**src/hdl/pbc_pkg.sv**
```systemverilog
// ----------------------------------------------------------------------------
// pbc_pkg: shared definitions of the pileup base counter
// Character codes, base codes, strand group codes, field widths, the decoder that
// turns an upper-case letter into a base index and a lower-to-upper case converter.
// ----------------------------------------------------------------------------
package pbc_pkg;

	localparam int BASE_NUM    = 5;
	localparam int BASE_W      = 3;
	localparam int SKIP_W      = 16;
	localparam int QUEUE_DEPTH = 2;

	localparam int IN_TDATA_W  = 16;
	localparam int OUT_CNT_W   = 17;
	localparam int OUT_SUM_W   = 20;
	localparam int OUT_TDATA_W = 128;
	localparam int GROUP_W     = 2;

	localparam logic [BASE_W-1:0] BASE_A    = 3'd0;
	localparam logic [BASE_W-1:0] BASE_C    = 3'd1;
	localparam logic [BASE_W-1:0] BASE_G    = 3'd2;
	localparam logic [BASE_W-1:0] BASE_T    = 3'd3;
	localparam logic [BASE_W-1:0] BASE_N    = 3'd4;
	localparam logic [BASE_W-1:0] BASE_NONE = 3'd7;

	localparam logic [GROUP_W-1:0] GRP_BOTH    = 2'd0;
	localparam logic [GROUP_W-1:0] GRP_FORWARD = 2'd1;
	localparam logic [GROUP_W-1:0] GRP_REVERSE = 2'd2;

	localparam logic [7:0] CH_DOT     = 8'h2E;
	localparam logic [7:0] CH_COMMA   = 8'h2C;
	localparam logic [7:0] CH_PLUS    = 8'h2B;
	localparam logic [7:0] CH_MINUS   = 8'h2D;
	localparam logic [7:0] CH_CARET   = 8'h5E;
	localparam logic [7:0] CH_ZERO    = 8'h30;
	localparam logic [7:0] CH_NINE    = 8'h39;
	localparam logic [7:0] CH_LOWER_A = 8'h61;
	localparam logic [7:0] CH_LOWER_Z = 8'h7A;
	localparam logic [7:0] CASE_DIFF  = 8'h20;

	typedef struct packed {
		logic full;
		logic empty;
	} fifo_stat_t;

	function automatic logic [BASE_W-1:0] base_of(input logic [7:0] ch);
		logic [BASE_W-1:0] b;
		unique case (ch)
			8'h41:   b = BASE_A;
			8'h43:   b = BASE_C;
			8'h47:   b = BASE_G;
			8'h54:   b = BASE_T;
			8'h4E:   b = BASE_N;
			default: b = BASE_NONE;
		endcase
		return b;
	endfunction

	function automatic logic [7:0] to_upper(input logic [7:0] ch);
		logic [7:0] r;
		r = ch;
		if (ch >= CH_LOWER_A && ch <= CH_LOWER_Z) begin
			r = ch - CASE_DIFF;
		end
		return r;
	endfunction

endpackage

```
**src/hdl/pbc_front.sv**
```systemverilog
// ----------------------------------------------------------------------------
// pbc_front: character parser and strand counters
// Accepts one character per transaction, tracks the reference base and the
// indel/skip parser, and keeps saturating counters per base and strand. At
// the end of a position it pushes a snapshot of the counters into the queue.
// ----------------------------------------------------------------------------
module pbc_front import pbc_pkg::*; #(
	parameter int COUNT_WIDTH = 16
) (
	input  logic                                     clk,
	input  logic                                     arst_n,
	input  logic                                     s_tvalid,
	output logic                                     s_tready,
	input  logic [IN_TDATA_W-1:0]                    s_tdata,
	input  logic                                     s_tuser,
	input  logic                                     s_tlast,
	input  fifo_stat_t                               q_stat,
	output logic                                     push,
	output logic [BASE_NUM-1:0][COUNT_WIDTH-1:0]     snap_fwd,
	output logic [BASE_NUM-1:0][COUNT_WIDTH-1:0]     snap_rev,
	output logic [BASE_W-1:0]                        snap_ref
);

	typedef enum logic [1:0] {
		MODE_NORMAL,
		MODE_SKIP1,
		MODE_LEN,
		MODE_SKIPN
	} mode_t;

	localparam int MUL_W = SKIP_W + 4;

	logic [BASE_NUM-1:0][COUNT_WIDTH-1:0] fwd_q, rev_q, fwd_nx, rev_nx;
	logic [BASE_W-1:0]  ref_q, ref_now, ref_dec;
	logic [SKIP_W-1:0]  skip_q, skip_d;
	mode_t              mode_q, mode_d;
	logic [7:0]         pc, rc;
	logic               accept, is_digit, do_normal;
	logic [MUL_W-1:0]   skip_x10;
	logic [BASE_W-1:0]  fwd_idx, rev_idx, pc_base_up, pc_base_lo;

	assign pc       = s_tdata[7:0];
	assign rc       = s_tdata[15:8];
	assign s_tready = !q_stat.full;
	assign accept   = s_tvalid && s_tready;

	// The reference letter is decoded before the pileup character is handled.
	assign ref_dec = base_of(to_upper(rc));
	assign ref_now = (ref_dec != BASE_NONE) ? ref_dec : ref_q;

	assign is_digit   = (pc >= CH_ZERO) && (pc <= CH_NINE);
	assign skip_x10   = ({4'b0, skip_q} << 3) + ({4'b0, skip_q} << 1)
	                    + MUL_W'(pc - CH_ZERO);
	assign pc_base_up = base_of(pc);
	assign pc_base_lo = (pc >= CH_LOWER_A && pc <= CH_LOWER_Z) ?
	                    base_of(pc - CASE_DIFF) : BASE_NONE;

	always_comb begin
		fwd_idx   = BASE_NONE;
		rev_idx   = BASE_NONE;
		mode_d    = mode_q;
		skip_d    = skip_q;
		do_normal = 1'b0;
		if (s_tuser) begin
			unique case (mode_q)
				MODE_SKIP1: begin
					mode_d = MODE_NORMAL;
				end
				MODE_LEN: begin
					if (is_digit) begin
						skip_d = (skip_x10 > MUL_W'({SKIP_W{1'b1}})) ?
						         {SKIP_W{1'b1}} : skip_x10[SKIP_W-1:0];
					end else if (skip_q == '0) begin
						// An indel without a length: this character is parsed normally.
						mode_d    = MODE_NORMAL;
						do_normal = 1'b1;
					end else begin
						skip_d = skip_q - 1'b1;
						mode_d = (skip_q != SKIP_W'(1)) ? MODE_SKIPN : MODE_NORMAL;
					end
				end
				MODE_SKIPN: begin
					if (skip_q != '0) begin
						skip_d = skip_q - 1'b1;
					end
					if (skip_q <= SKIP_W'(1)) begin
						mode_d = MODE_NORMAL;
					end
				end
				MODE_NORMAL: begin
					do_normal = 1'b1;
				end
				default: begin
					mode_d = MODE_NORMAL;
				end
			endcase
		end
		if (do_normal) begin
			priority if (pc == CH_DOT) begin
				fwd_idx = ref_now;
			end else if (pc == CH_COMMA) begin
				rev_idx = ref_now;
			end else if (pc == CH_CARET) begin
				mode_d = MODE_SKIP1;
			end else if (pc == CH_PLUS || pc == CH_MINUS) begin
				mode_d = MODE_LEN;
				skip_d = '0;
			end else if (pc_base_up != BASE_NONE) begin
				fwd_idx = pc_base_up;
			end else begin
				rev_idx = pc_base_lo;
			end
		end
	end

	always_comb begin
		for (int i = 0; i < BASE_NUM; i++) begin
			fwd_nx[i] = fwd_q[i];
			rev_nx[i] = rev_q[i];
			if (fwd_idx == BASE_W'(i) && fwd_q[i] != {COUNT_WIDTH{1'b1}}) begin
				fwd_nx[i] = fwd_q[i] + 1'b1;
			end
			if (rev_idx == BASE_W'(i) && rev_q[i] != {COUNT_WIDTH{1'b1}}) begin
				rev_nx[i] = rev_q[i] + 1'b1;
			end
		end
	end

	assign push     = accept && s_tlast;
	assign snap_fwd = fwd_nx;
	assign snap_rev = rev_nx;
	assign snap_ref = ref_now;

	always_ff @(posedge clk or negedge arst_n) begin
		if (!arst_n) begin
			fwd_q  <= '0;
			rev_q  <= '0;
			ref_q  <= BASE_A;
			mode_q <= MODE_NORMAL;
			skip_q <= '0;
		end else if (accept) begin
			ref_q <= ref_now;
			if (s_tlast) begin
				fwd_q  <= '0;
				rev_q  <= '0;
				mode_q <= MODE_NORMAL;
				skip_q <= '0;
			end else begin
				fwd_q  <= fwd_nx;
				rev_q  <= rev_nx;
				mode_q <= mode_d;
				skip_q <= skip_d;
			end
		end
	end

endmodule

```
**src/hdl/pbc_queue.sv**
```systemverilog
// ----------------------------------------------------------------------------
// pbc_queue: snapshot queue between parser and result generator
// A small register FIFO of counter snapshots so the parser keeps taking
// characters while the result side is still busy with an earlier position.
// ----------------------------------------------------------------------------
module pbc_queue import pbc_pkg::*; #(
	parameter int DATA_W = 163
) (
	input  logic              clk,
	input  logic              arst_n,
	input  logic              push,
	input  logic [DATA_W-1:0] wr_data,
	input  logic              pop,
	output logic [DATA_W-1:0] rd_data,
	output fifo_stat_t        stat
);

	localparam int AW = $clog2(QUEUE_DEPTH);

	logic [DATA_W-1:0] mem_q [QUEUE_DEPTH];
	logic [AW-1:0]     wr_ptr_q, rd_ptr_q;
	logic [AW:0]       count_q;

	assign stat.full  = (count_q == (AW+1)'(QUEUE_DEPTH));
	assign stat.empty = (count_q == '0);
	assign rd_data    = mem_q[rd_ptr_q];

	always_ff @(posedge clk) begin
		if (push) begin
			mem_q[wr_ptr_q] <= wr_data;
		end
	end

	always_ff @(posedge clk or negedge arst_n) begin
		if (!arst_n) begin
			wr_ptr_q <= '0;
			rd_ptr_q <= '0;
			count_q  <= '0;
		end else begin
			if (push) begin
				wr_ptr_q <= wr_ptr_q + 1'b1;
			end
			if (pop) begin
				rd_ptr_q <= rd_ptr_q + 1'b1;
			end
			if (push && !pop) begin
				count_q <= count_q + 1'b1;
			end else if (pop && !push) begin
				count_q <= count_q - 1'b1;
			end
		end
	end

endmodule

```
**src/hdl/pbc_back.sv**
```systemverilog
// ----------------------------------------------------------------------------
// pbc_back: result generator
// Turns each counter snapshot into three results (both strands, forward,
// reverse). Stage one selects the group counts, stage two forms the sum,
// the reference match and the majority base into the output register.
// ----------------------------------------------------------------------------
module pbc_back import pbc_pkg::*; #(
	parameter int COUNT_WIDTH = 16
) (
	input  logic                                 clk,
	input  logic                                 arst_n,
	input  fifo_stat_t                           q_stat,
	input  logic [BASE_NUM-1:0][COUNT_WIDTH-1:0] q_fwd,
	input  logic [BASE_NUM-1:0][COUNT_WIDTH-1:0] q_rev,
	input  logic [BASE_W-1:0]                    q_ref,
	output logic                                 pop,
	output logic                                 m_tvalid,
	input  logic                                 m_tready,
	output logic [OUT_TDATA_W-1:0]               m_tdata,
	output logic [GROUP_W-1:0]                   m_tuser,
	output logic                                 m_tlast
);

	localparam int TW = COUNT_WIDTH + 1;
	localparam int SW = COUNT_WIDTH + 4;

	logic [GROUP_W-1:0]              grp_q;
	logic                            valid_s1;
	logic [BASE_NUM-1:0][TW-1:0]     cnt_s1;
	logic [GROUP_W-1:0]              grp_s1;
	logic [BASE_W-1:0]               ref_s1;
	logic                            load_s1, load_s2;
	logic [BASE_NUM-1:0][TW-1:0]     sel;
	logic [SW-1:0]                   sum;
	logic [TW-1:0]                   best;
	logic [BASE_W-1:0]               maj;
	logic [BASE_NUM-1:0][OUT_CNT_W-1:0] cnt_out;
	logic [TW+OUT_CNT_W-1:0]         ext_tmp [BASE_NUM];
	logic [TW+OUT_CNT_W-1:0]         ref_tmp;
	logic [SW+OUT_SUM_W-1:0]         sum_tmp;

	assign load_s2 = valid_s1 && (!m_tvalid || m_tready);
	assign load_s1 = !q_stat.empty && (!valid_s1 || load_s2);
	assign pop     = load_s1 && (grp_q == GRP_REVERSE);

	always_comb begin
		for (int i = 0; i < BASE_NUM; i++) begin
			unique case (grp_q)
				GRP_FORWARD: sel[i] = {1'b0, q_fwd[i]};
				GRP_REVERSE: sel[i] = {1'b0, q_rev[i]};
				default:     sel[i] = {1'b0, q_fwd[i]} + {1'b0, q_rev[i]};
			endcase
		end
	end

	// Ties keep the lower base index; all zero counts give base A.
	always_comb begin
		sum  = '0;
		best = '0;
		maj  = BASE_A;
		for (int i = 0; i < BASE_NUM; i++) begin
			sum = sum + SW'(cnt_s1[i]);
			if (cnt_s1[i] > best) begin
				best = cnt_s1[i];
				maj  = BASE_W'(i);
			end
			ext_tmp[i] = {{OUT_CNT_W{1'b0}}, cnt_s1[i]};
			cnt_out[i] = ext_tmp[i][OUT_CNT_W-1:0];
		end
		ref_tmp = {{OUT_CNT_W{1'b0}}, cnt_s1[ref_s1]};
		sum_tmp = {{OUT_SUM_W{1'b0}}, sum};
	end

	always_ff @(posedge clk) begin
		if (load_s1) begin
			cnt_s1 <= sel;
			grp_s1 <= grp_q;
			ref_s1 <= q_ref;
		end
		if (load_s2) begin
			m_tdata <= {ref_s1, maj, ref_tmp[OUT_CNT_W-1:0],
			            sum_tmp[OUT_SUM_W-1:0],
			            cnt_out[4], cnt_out[3], cnt_out[2], cnt_out[1], cnt_out[0]};
			m_tuser <= grp_s1;
			m_tlast <= (grp_s1 == GRP_REVERSE);
		end
	end

	always_ff @(posedge clk or negedge arst_n) begin
		if (!arst_n) begin
			grp_q    <= GRP_BOTH;
			valid_s1 <= 1'b0;
			m_tvalid <= 1'b0;
		end else begin
			if (load_s1) begin
				grp_q <= (grp_q == GRP_REVERSE) ? GRP_BOTH : grp_q + 1'b1;
			end
			if (load_s1) begin
				valid_s1 <= 1'b1;
			end else if (load_s2) begin
				valid_s1 <= 1'b0;
			end
			if (load_s2) begin
				m_tvalid <= 1'b1;
			end else if (m_tready) begin
				m_tvalid <= 1'b0;
			end
		end
	end

endmodule

```
**src/hdl/pileup_base_counter_core.sv**
```systemverilog
// The first of three results for a position passes through the snapshot queue,
// the stage-one register and the output register; forward and reverse follow one
// per cycle while the sink takes them. Throughput: one character per cycle while
// the two-entry snapshot queue has room; each position end yields three results.
// Reset (arst_n low, asynchronous): counters and parser cleared, reference
// base set to A, queue emptied and no result valid.
// ----------------------------------------------------------------------------
// pileup_base_counter_core: pileup base counter top level
// Counts bases per strand from a pileup character stream and reports the
// both-strand, forward and reverse totals at the end of each position.
// ----------------------------------------------------------------------------
module pileup_base_counter_core import pbc_pkg::*; #(
	parameter int COUNT_WIDTH = 16
) (
	input  logic                   clk,
	input  logic                   arst_n,
	input  logic                   s_tvalid,
	output logic                   s_tready,
	input  logic [IN_TDATA_W-1:0]  s_tdata,   // pile_char[7:0], ref_char[15:8]
	input  logic                   s_tuser,   // has_char[0]
	input  logic                   s_tlast,
	output logic                   m_tvalid,
	input  logic                   m_tready,
	output logic [OUT_TDATA_W-1:0] m_tdata,   // count_a[16:0], count_c[33:17],
	                                          // count_g[50:34], count_t[67:51],
	                                          // count_n[84:68], depth_sum[104:85],
	                                          // ref_match[121:105],
	                                          // majority_base[124:122],
	                                          // reference_base[127:125]
	output logic [GROUP_W-1:0]     m_tuser,   // strand_group[1:0]
	output logic                   m_tlast
);

	localparam int CNT_BITS = BASE_NUM * COUNT_WIDTH;
	localparam int DATA_W   = 2 * CNT_BITS + BASE_W;

	fifo_stat_t                           q_stat;
	logic                                 push, pop;
	logic [BASE_NUM-1:0][COUNT_WIDTH-1:0] snap_fwd, snap_rev, q_fwd, q_rev;
	logic [BASE_W-1:0]                    snap_ref, q_ref;
	logic [DATA_W-1:0]                    rd_data;

	pbc_front #(.COUNT_WIDTH(COUNT_WIDTH)) u_front (
		.clk      (clk),
		.arst_n   (arst_n),
		.s_tvalid (s_tvalid),
		.s_tready (s_tready),
		.s_tdata  (s_tdata),
		.s_tuser  (s_tuser),
		.s_tlast  (s_tlast),
		.q_stat   (q_stat),
		.push     (push),
		.snap_fwd (snap_fwd),
		.snap_rev (snap_rev),
		.snap_ref (snap_ref)
	);

	pbc_queue #(.DATA_W(DATA_W)) u_queue (
		.clk     (clk),
		.arst_n  (arst_n),
		.push    (push),
		.wr_data ({snap_ref, snap_rev, snap_fwd}),
		.pop     (pop),
		.rd_data (rd_data),
		.stat    (q_stat)
	);

	assign q_fwd = rd_data[CNT_BITS-1:0];
	assign q_rev = rd_data[2*CNT_BITS-1:CNT_BITS];
	assign q_ref = rd_data[DATA_W-1:2*CNT_BITS];

	pbc_back #(.COUNT_WIDTH(COUNT_WIDTH)) u_back (
		.clk      (clk),
		.arst_n   (arst_n),
		.q_stat   (q_stat),
		.q_fwd    (q_fwd),
		.q_rev    (q_rev),
		.q_ref    (q_ref),
		.pop      (pop),
		.m_tvalid (m_tvalid),
		.m_tready (m_tready),
		.m_tdata  (m_tdata),
		.m_tuser  (m_tuser),
		.m_tlast  (m_tlast)
	);

endmodule

```
**config.mk**
```make
export PLATFORM = sky130hd
export DESIGN_NAME = pileup_base_counter_core
export DESIGN_NICKNAME = d
export VERILOG_FILES = /design/src/hdl/pbc_pkg.sv /design/src/hdl/pbc_front.sv /design/src/hdl/pbc_queue.sv /design/src/hdl/pbc_back.sv /design/src/hdl/pileup_base_counter_core.sv
export SDC_FILE = /design/constraint.sdc
export NUM_CORES = 2
export LEC_CHECK = 0
export ABC_AREA = 0
export BUFFER_PORTS_ARGS = -buffer_cell sky130_fd_sc_hd__buf_4
export CELL_PAD_IN_SITES_DETAIL_PLACEMENT = 0
export CELL_PAD_IN_SITES_GLOBAL_PLACEMENT = 1
export CORE_UTILIZATION = 55
export DETAILED_ROUTE_END_ITERATION = 6
export PLACE_DENSITY = 0.9
export SYNTH_ARGS = -nofsm -noshare
export SYNTH_HDL_FRONTEND = slang
export SYNTH_SLANG_ARGS = --single-unit
```
**constraint.sdc**
```tcl
create_clock -name clk -period 16.5 [get_ports clk]
set_input_delay 1.65 -clock clk [delete_from_list [all_inputs] [get_ports clk]]
set_output_delay 1.65 -clock clk [all_outputs]
set_load 0.1 [all_outputs]
```
Yosys cells after proc, flatten, opt, wreduce, memory -nomap -nowiden
Memories as Yosys holds them, arrays and structs flattened.
Cells that the tools add are included.
Widths: inputs -> output; s select.
{"block": "op_classes", "n_reduce_logical": 38, "add_sub_neg": 30, "magnitude_cmp": 14, "muxes": 81, "eq_ne": 48}
{"op": "$mux 16", "count": 21}
{"op": "$pmux 17 s2", "count": 5}
{"op": "$add 16x1->16 const B", "count": 10}
{"op": "$mux 80", "count": 2}
{"op": "$ne 16x16->1 const B", "count": 10}
{"op": "$eq 8x7->1 const B", "count": 16}
{"op": "$add 16x16->17", "count": 5}
{"op": "$mux 17", "count": 5}
{"op": "$gt 17x17->1", "count": 4}
{"op": "$add 20x17->20", "count": 3}
{"op": "$bmux 17 s3", "count": 1}
{"op": "$pmux 3 s5", "count": 3}
{"op": "$mux 3", "count": 14}
{"op": "$eq 8x6->1 const B", "count": 4}
{"op": "$mux 2", "count": 16}
{"op": "$pmux 16 s2", "count": 1}
{"op": "$add 19x17->20", "count": 1}
{"op": "$add 20x20->20", "count": 1}
{"op": "$gt 20x16->1 const B", "count": 1}
{"op": "$logic_and 1x1->1", "count": 20}
{"op": "$add 17x17->18", "count": 1}
{"op": "$gt 17x1->1 const B", "count": 1}
{"op": "$ge 8x7->1 const B", "count": 2}
{"op": "$le 16x1->1 const B", "count": 1}
{"op": "other kinds (28)", "count": 63}
{"block": "word_totals", "word_cells": 242, "out_inout_bits": 133, "ramBits": 326, "reg_bits": 410, "in_bits": 22, "memories": 1}
{"memory": "u_queue.mem_q", "depth": 2, "width": 163, "rd": 1, "rd_clocked_by_memory_dff": 0, "wr": 1, "line_no": "pbc_queue.sv:20", "source": "logic [DATA_W-1:0] mem_q [QUEUE_DEPTH];"}

Longest topological paths before layout
{"block": "depth", "word_depth": 14, "mapped_depth": 42}

By module
A second synthesis with hierarchy kept.
{"block": "unflattened", "hier_cells": 4000, "area_unflattened_um2": 44242.4}
{"mod": "pbc_back", "area_each_um2": 16704.8, "n_inst": 1, "cells_each": 1557, "seq_area_each_um2": 6736.5}
{"mod": "pbc_front", "area_each_um2": 15493.6, "n_inst": 1, "cells_each": 1920, "seq_area_each_um2": 4529.3}
{"mod": "pbc_queue", "area_each_um2": 12044.1, "n_inst": 1, "cells_each": 523, "seq_area_each_um2": 9889.5}

Worst setup path before layout
No wires, ideal clock.
{"block": "synth_timing", "kind": "input-to-reg", "startpoint": "in s_tlast", "endpoint": "mem u_queue.mem_q[0][0], enable pin", "path_buffers": 2, "t_arrival_ps": 9099, "path_slack_ps": 6712, "path_stages": 4, "setup_time_ps": 689, "path_cell_list": "clkbuf_1 clkbuf_1 nand2_1 nor2_1"}
{"block": "synth_via", "elab_chain_len": 3}
{"element": "start: declaration", "line_no": "pileup_base_counter_core.sv:21", "source": "input logic s_tlast,"}
{"element": "$logic_and 1x1->1", "line_no": "pbc_front.sv:129", "source": "assign push = accept && s_tlast;"}
{"element": "$mux 1", "line_no": "pbc_queue.sv:29", "source": "if (push) begin"}
{"element": "$mux 1 (implied by the code)", "line_no": "pbc_queue.sv:30", "source": "mem_q[wr_ptr_q] <= wr_data;"}
{"element": "end: declaration", "line_no": "pbc_queue.sv:20"}
Every way passes these cells.

Worst setup path after layout
{"block": "layout_timing", "startpoint": "reg u_back.cnt_s1 (netlist bit u_back.cnt_out[18])", "endpoint": "reg u_back.m_tdata[122], data pin"}
{"block": "layout_via", "elab_chain_len": 7}
{"element": "start: declaration", "line_no": "pbc_back.sv:29", "source": "logic [BASE_NUM-1:0][TW-1:0] cnt_s1;"}
{"element": "start signal: assignment", "line_no": "pbc_back.sv:76", "source": "cnt_s1 <= sel;"}
{"element": "$gt 17x17->1", "line_no": "pbc_back.sv:63", "source": "if (cnt_s1[i] > best) begin"}
{"element": "$mux 17", "line_no": "pbc_back.sv:63"}
{"element": "$gt 17x17->1", "line_no": "pbc_back.sv:63"}
{"element": "$mux 17", "line_no": "pbc_back.sv:63"}
{"element": "$gt 17x17->1", "line_no": "pbc_back.sv:63"}
{"element": "$mux 17", "line_no": "pbc_back.sv:63"}
{"element": "$gt 17x17->1", "line_no": "pbc_back.sv:63"}
{"element": "end signal: assignment", "line_no": "pbc_back.sv:81", "source": "m_tdata <= {ref_s1, maj, ref_tmp[OUT_CNT_W-1:0],"}
{"element": "end: declaration", "line_no": "pbc_back.sv:19", "source": "output logic [OUT_TDATA_W-1:0] m_tdata,"}
Parallel ways exist; a longest one is shown, timed or not.
A chain may end at the register's enable or synchronous reset.

==> impl_metrics.toml <==
[timing]
maxSlewHeadroom_pct = 25.9
whs_ns = 0.449
hold_viol_final = 0
fmax_mhz = 111
period_needed_ns = 9.03
setup_viol = 0
fin_setup_tns_ns = 0
worst_slack_ns = 7.47
tightest_slew_ns = 1.10
clock_skew_ns = 0.0395
period_share_pct = 54.7
drv_slew = 0
grt_setup_unrepaired = "no"

[global_route]
busiest_layer = "met2"
grt_pass1_wl_um = 178000
met2_usage_pct = 45.1
grt_max_degree = 94
antenna_found_initial = 6
use_met1_pct = 38.1
globalRouteTotalUtil_pct = 27.8
grt_pass1_vias = 31200
met3_usage_pct = 3.44
overflow = 0

[min_path]
whs_path_depth = 0
hold_path.startpoint = "u_back.grp_s1[1]"
hold_class = "reg2reg"

[finish]
diodes = 0
syn2layout_area_growth_pct = 10.7
drive_gt1_share_pct = 13.4
fillers = 6450
nets = 4538
utilization_pct = 61.4

[logic_synthesis]
ys.flop_type = "edfxtp_1"
ys_seq_area_share_pct = 47.4
synthMuxAreaShare_pct = 8.05
yosys_register_bits = 736
synth_fa_ha_area_share_pct = 8.89
synth.distinct_cells = 93
synthSimpleGateAreaFrac_pct = 15.3
synth_top_family_by_area = "simple AND/OR/NAND/NOR gates"
syn_avg_cell_area_um2 = 10.7
synth_compound_area_share_pct = 12.0
synthArstFlopShare_pct = 25.7
synthesis.nets = 4474
post-synth-top-area-cell = "edfxtp_1"
ys_warn_count = 0
synth_area_leaders = "edfxtp_1 (37%), dfrtp_1 (11%), ha_1 (6.4%)"
synth-xor-area-share_pct = 4.69
yosysTopAreaCellShare_pct = 36.8
synth.most_common_cell = "edfxtp_1"
synth_common_cells = "edfxtp_1 (547), nand2_1 (310), nor2_1 (309), ha_1 (229), inv_1 (211)"
netlist_area_um2 = 44600
netlist_instances = 4168
synth-edff-count = 547

[clock_tree]
cts_max_path_buffers = 3
cts_root_buffer = "clkbuf_16"
htree_levels = 3
numCtsBuffers = 79
insertion_delay_ns = 0.67
clkTransAtPathRegs_ns = 0.06
cts_setup_buffers = 0
cts_tree = "done"
clock-sinks = 736
cts_resized = 0
ctsHoldBuffers = 0

[route]
dr.first_iter.drc_count = 2855
final_antenna_net_count = 0
drt_first_pass_iters = 6
drt_wl_total_um = 115000
via_per_inst = 6.12
drcViolationCount = 0
vias = 32800
wl_per_cell_um = 21.5

[worst_setup_path]
worst_path_most_repeated_cell = "o21ai_0"
required_ns = 16.97
arrival_ns = 9.50
r2r_cells = 40
cp-end-kind = "register"
crit_start = "u_back.cnt_out[18]"
critPathSlowestCell = "nand2_1"
reg2reg_from = "u_back.cnt_out[18]"
crit_type = "reg2reg"
cp_slowest_stage_delay_ns = 0.72
critPathLaunchType = "register"
cp_max_fo = 18

[die]
start_util_pct = 55.5
dieArea_um2 = 82200
die_w_um = 287
die_y_um = 287
core.rowCount = 104
top_level_ports = 155
core_um2 = 80400

[placement]
place_hpwl_um = 81800
place_congestion = 0.953
io_buffers = 154
post-place-ws_ns = 7.37

[status]
outcome = "finished, final reports clean"

[job]
cap_viol_max_count = 0
-- routing by layer --
metal | vias to the layer above | part of all wire (%)
met2 | 1027 | 47
met1 | 16000 | 43
met5 | - | 0.011
met4 | 2 | 3.8
li1 | 15600 | -
met3 | 192 | 6.0
-- cells in the final DEF, fill, tap and decap left out, types with 16 or more instances in the layout --
cell and count:
xnor2_1 141, dfrtp_1 188, nor3_1 128, a31oi_1 33, mux2_2 181, xor2_1 98
a21oi_1 200, ha_1 226, nand2b_1 39, o21a_1 22, nor4_1 26, nand4_1 44
o21ai_0 191, a21o_1 28, a211oi_1 20, fa_1 55, a22o_1 16, o22ai_1 39
nor2_1 307, and2_1 46, nor2b_1 35, o21ai_1 20, o211ai_1 24, o31ai_1 18
a221oi_1 70, nand2_1 309, edfxtp_1 547, nand3_1 155, clkbuf_1 17, inv_1 211
and3_1 52, or4_1 21, clkbuf_16 79, buf_4 194, mux2i_1 153, or3_1 53
-- cells by family (layout without fill, tap and decap cells) --
logic type               count (synthesis)  count (layout)
AO/OA/AOI/OAI                          819             819
XOR/XNOR                               239             239
adder cells (fa/ha/maj)                284             284
buffers and inverters                  425             556
flip-flops                             736             736
multiplexers                           335             335
AND/OR/NAND/NOR                       1330            1330
-- registers in the layout (all words and copies together) (netlist names) --
signal / count
u_queue.mem_q: 326
u_back.m_tdata: 128
u_back.cnt_out: 85
u_front.fwd_q: 80
u_front.rev_q: 80
u_front.skip_q: 16
u_back.ref_s1: 3
u_front.ref_q: 3
u_back.grp_q: 2
u_back.grp_s1: 2
u_back.m_tuser: 2
u_front.mode_q: 2
u_queue.count_q: 2
u_back.m_tlast: 1
u_back.m_tvalid: 1
u_back.valid_s1: 1
u_queue.rd_ptr_q: 1
u_queue.wr_ptr_q: 1
-- per-stage QoR --
| step | cell area (µm²) | std cells |
|---|---|---|
| finish | 49400 | 5359 |
| global route | 49400 | 5359 |
| CTS | 49400 | 5359 |
| detailed placement | 46600 | 5211 |
| global placement | 46600 | 5211 |
| floorplan | 44600 | 4168 |
-- critical path: cells and delay by family (launching register included) --
family          cells  cell delay, ns
fa+ha+maj           4            1.16
compound gates     23            4.25
simple gates        9            1.99
mux                 1            0.29
flops               1            0.51
buf+inv             3            0.62
-- path summary, 6_finish.rpt --
check	slack, ns	endpoint
worst max-delay path	7.47	u_back.m_tdata[122]
worst min register to register	0.45	u_back.m_tuser[1]
max in group asynchronous	13.91	u_queue.rd_ptr_q
min in group asynchronous	1.07	u_front.skip_q[5]
worst min-delay path	0.45	u_back.m_tuser[1]
worst max register to register	7.47	u_back.m_tdata[122]
-- layout make-up --
type	instances	area [µm²]	area share, %
Inverter	213	802	1.62
Clock inverter	49	677	1.37
Multi-Input combinational cell	3007	21900	44.3
Clock buffer	99	2080	4.22
Tap cell	1060	1330	2.69
Timing Repair Buffer	195	1470	2.98
Sequential cell	736	21200	42.8
Power is left out: the tool's default activity adds up to more than one toggle a clock period on the data nets, which glitch-free logic cannot reach.
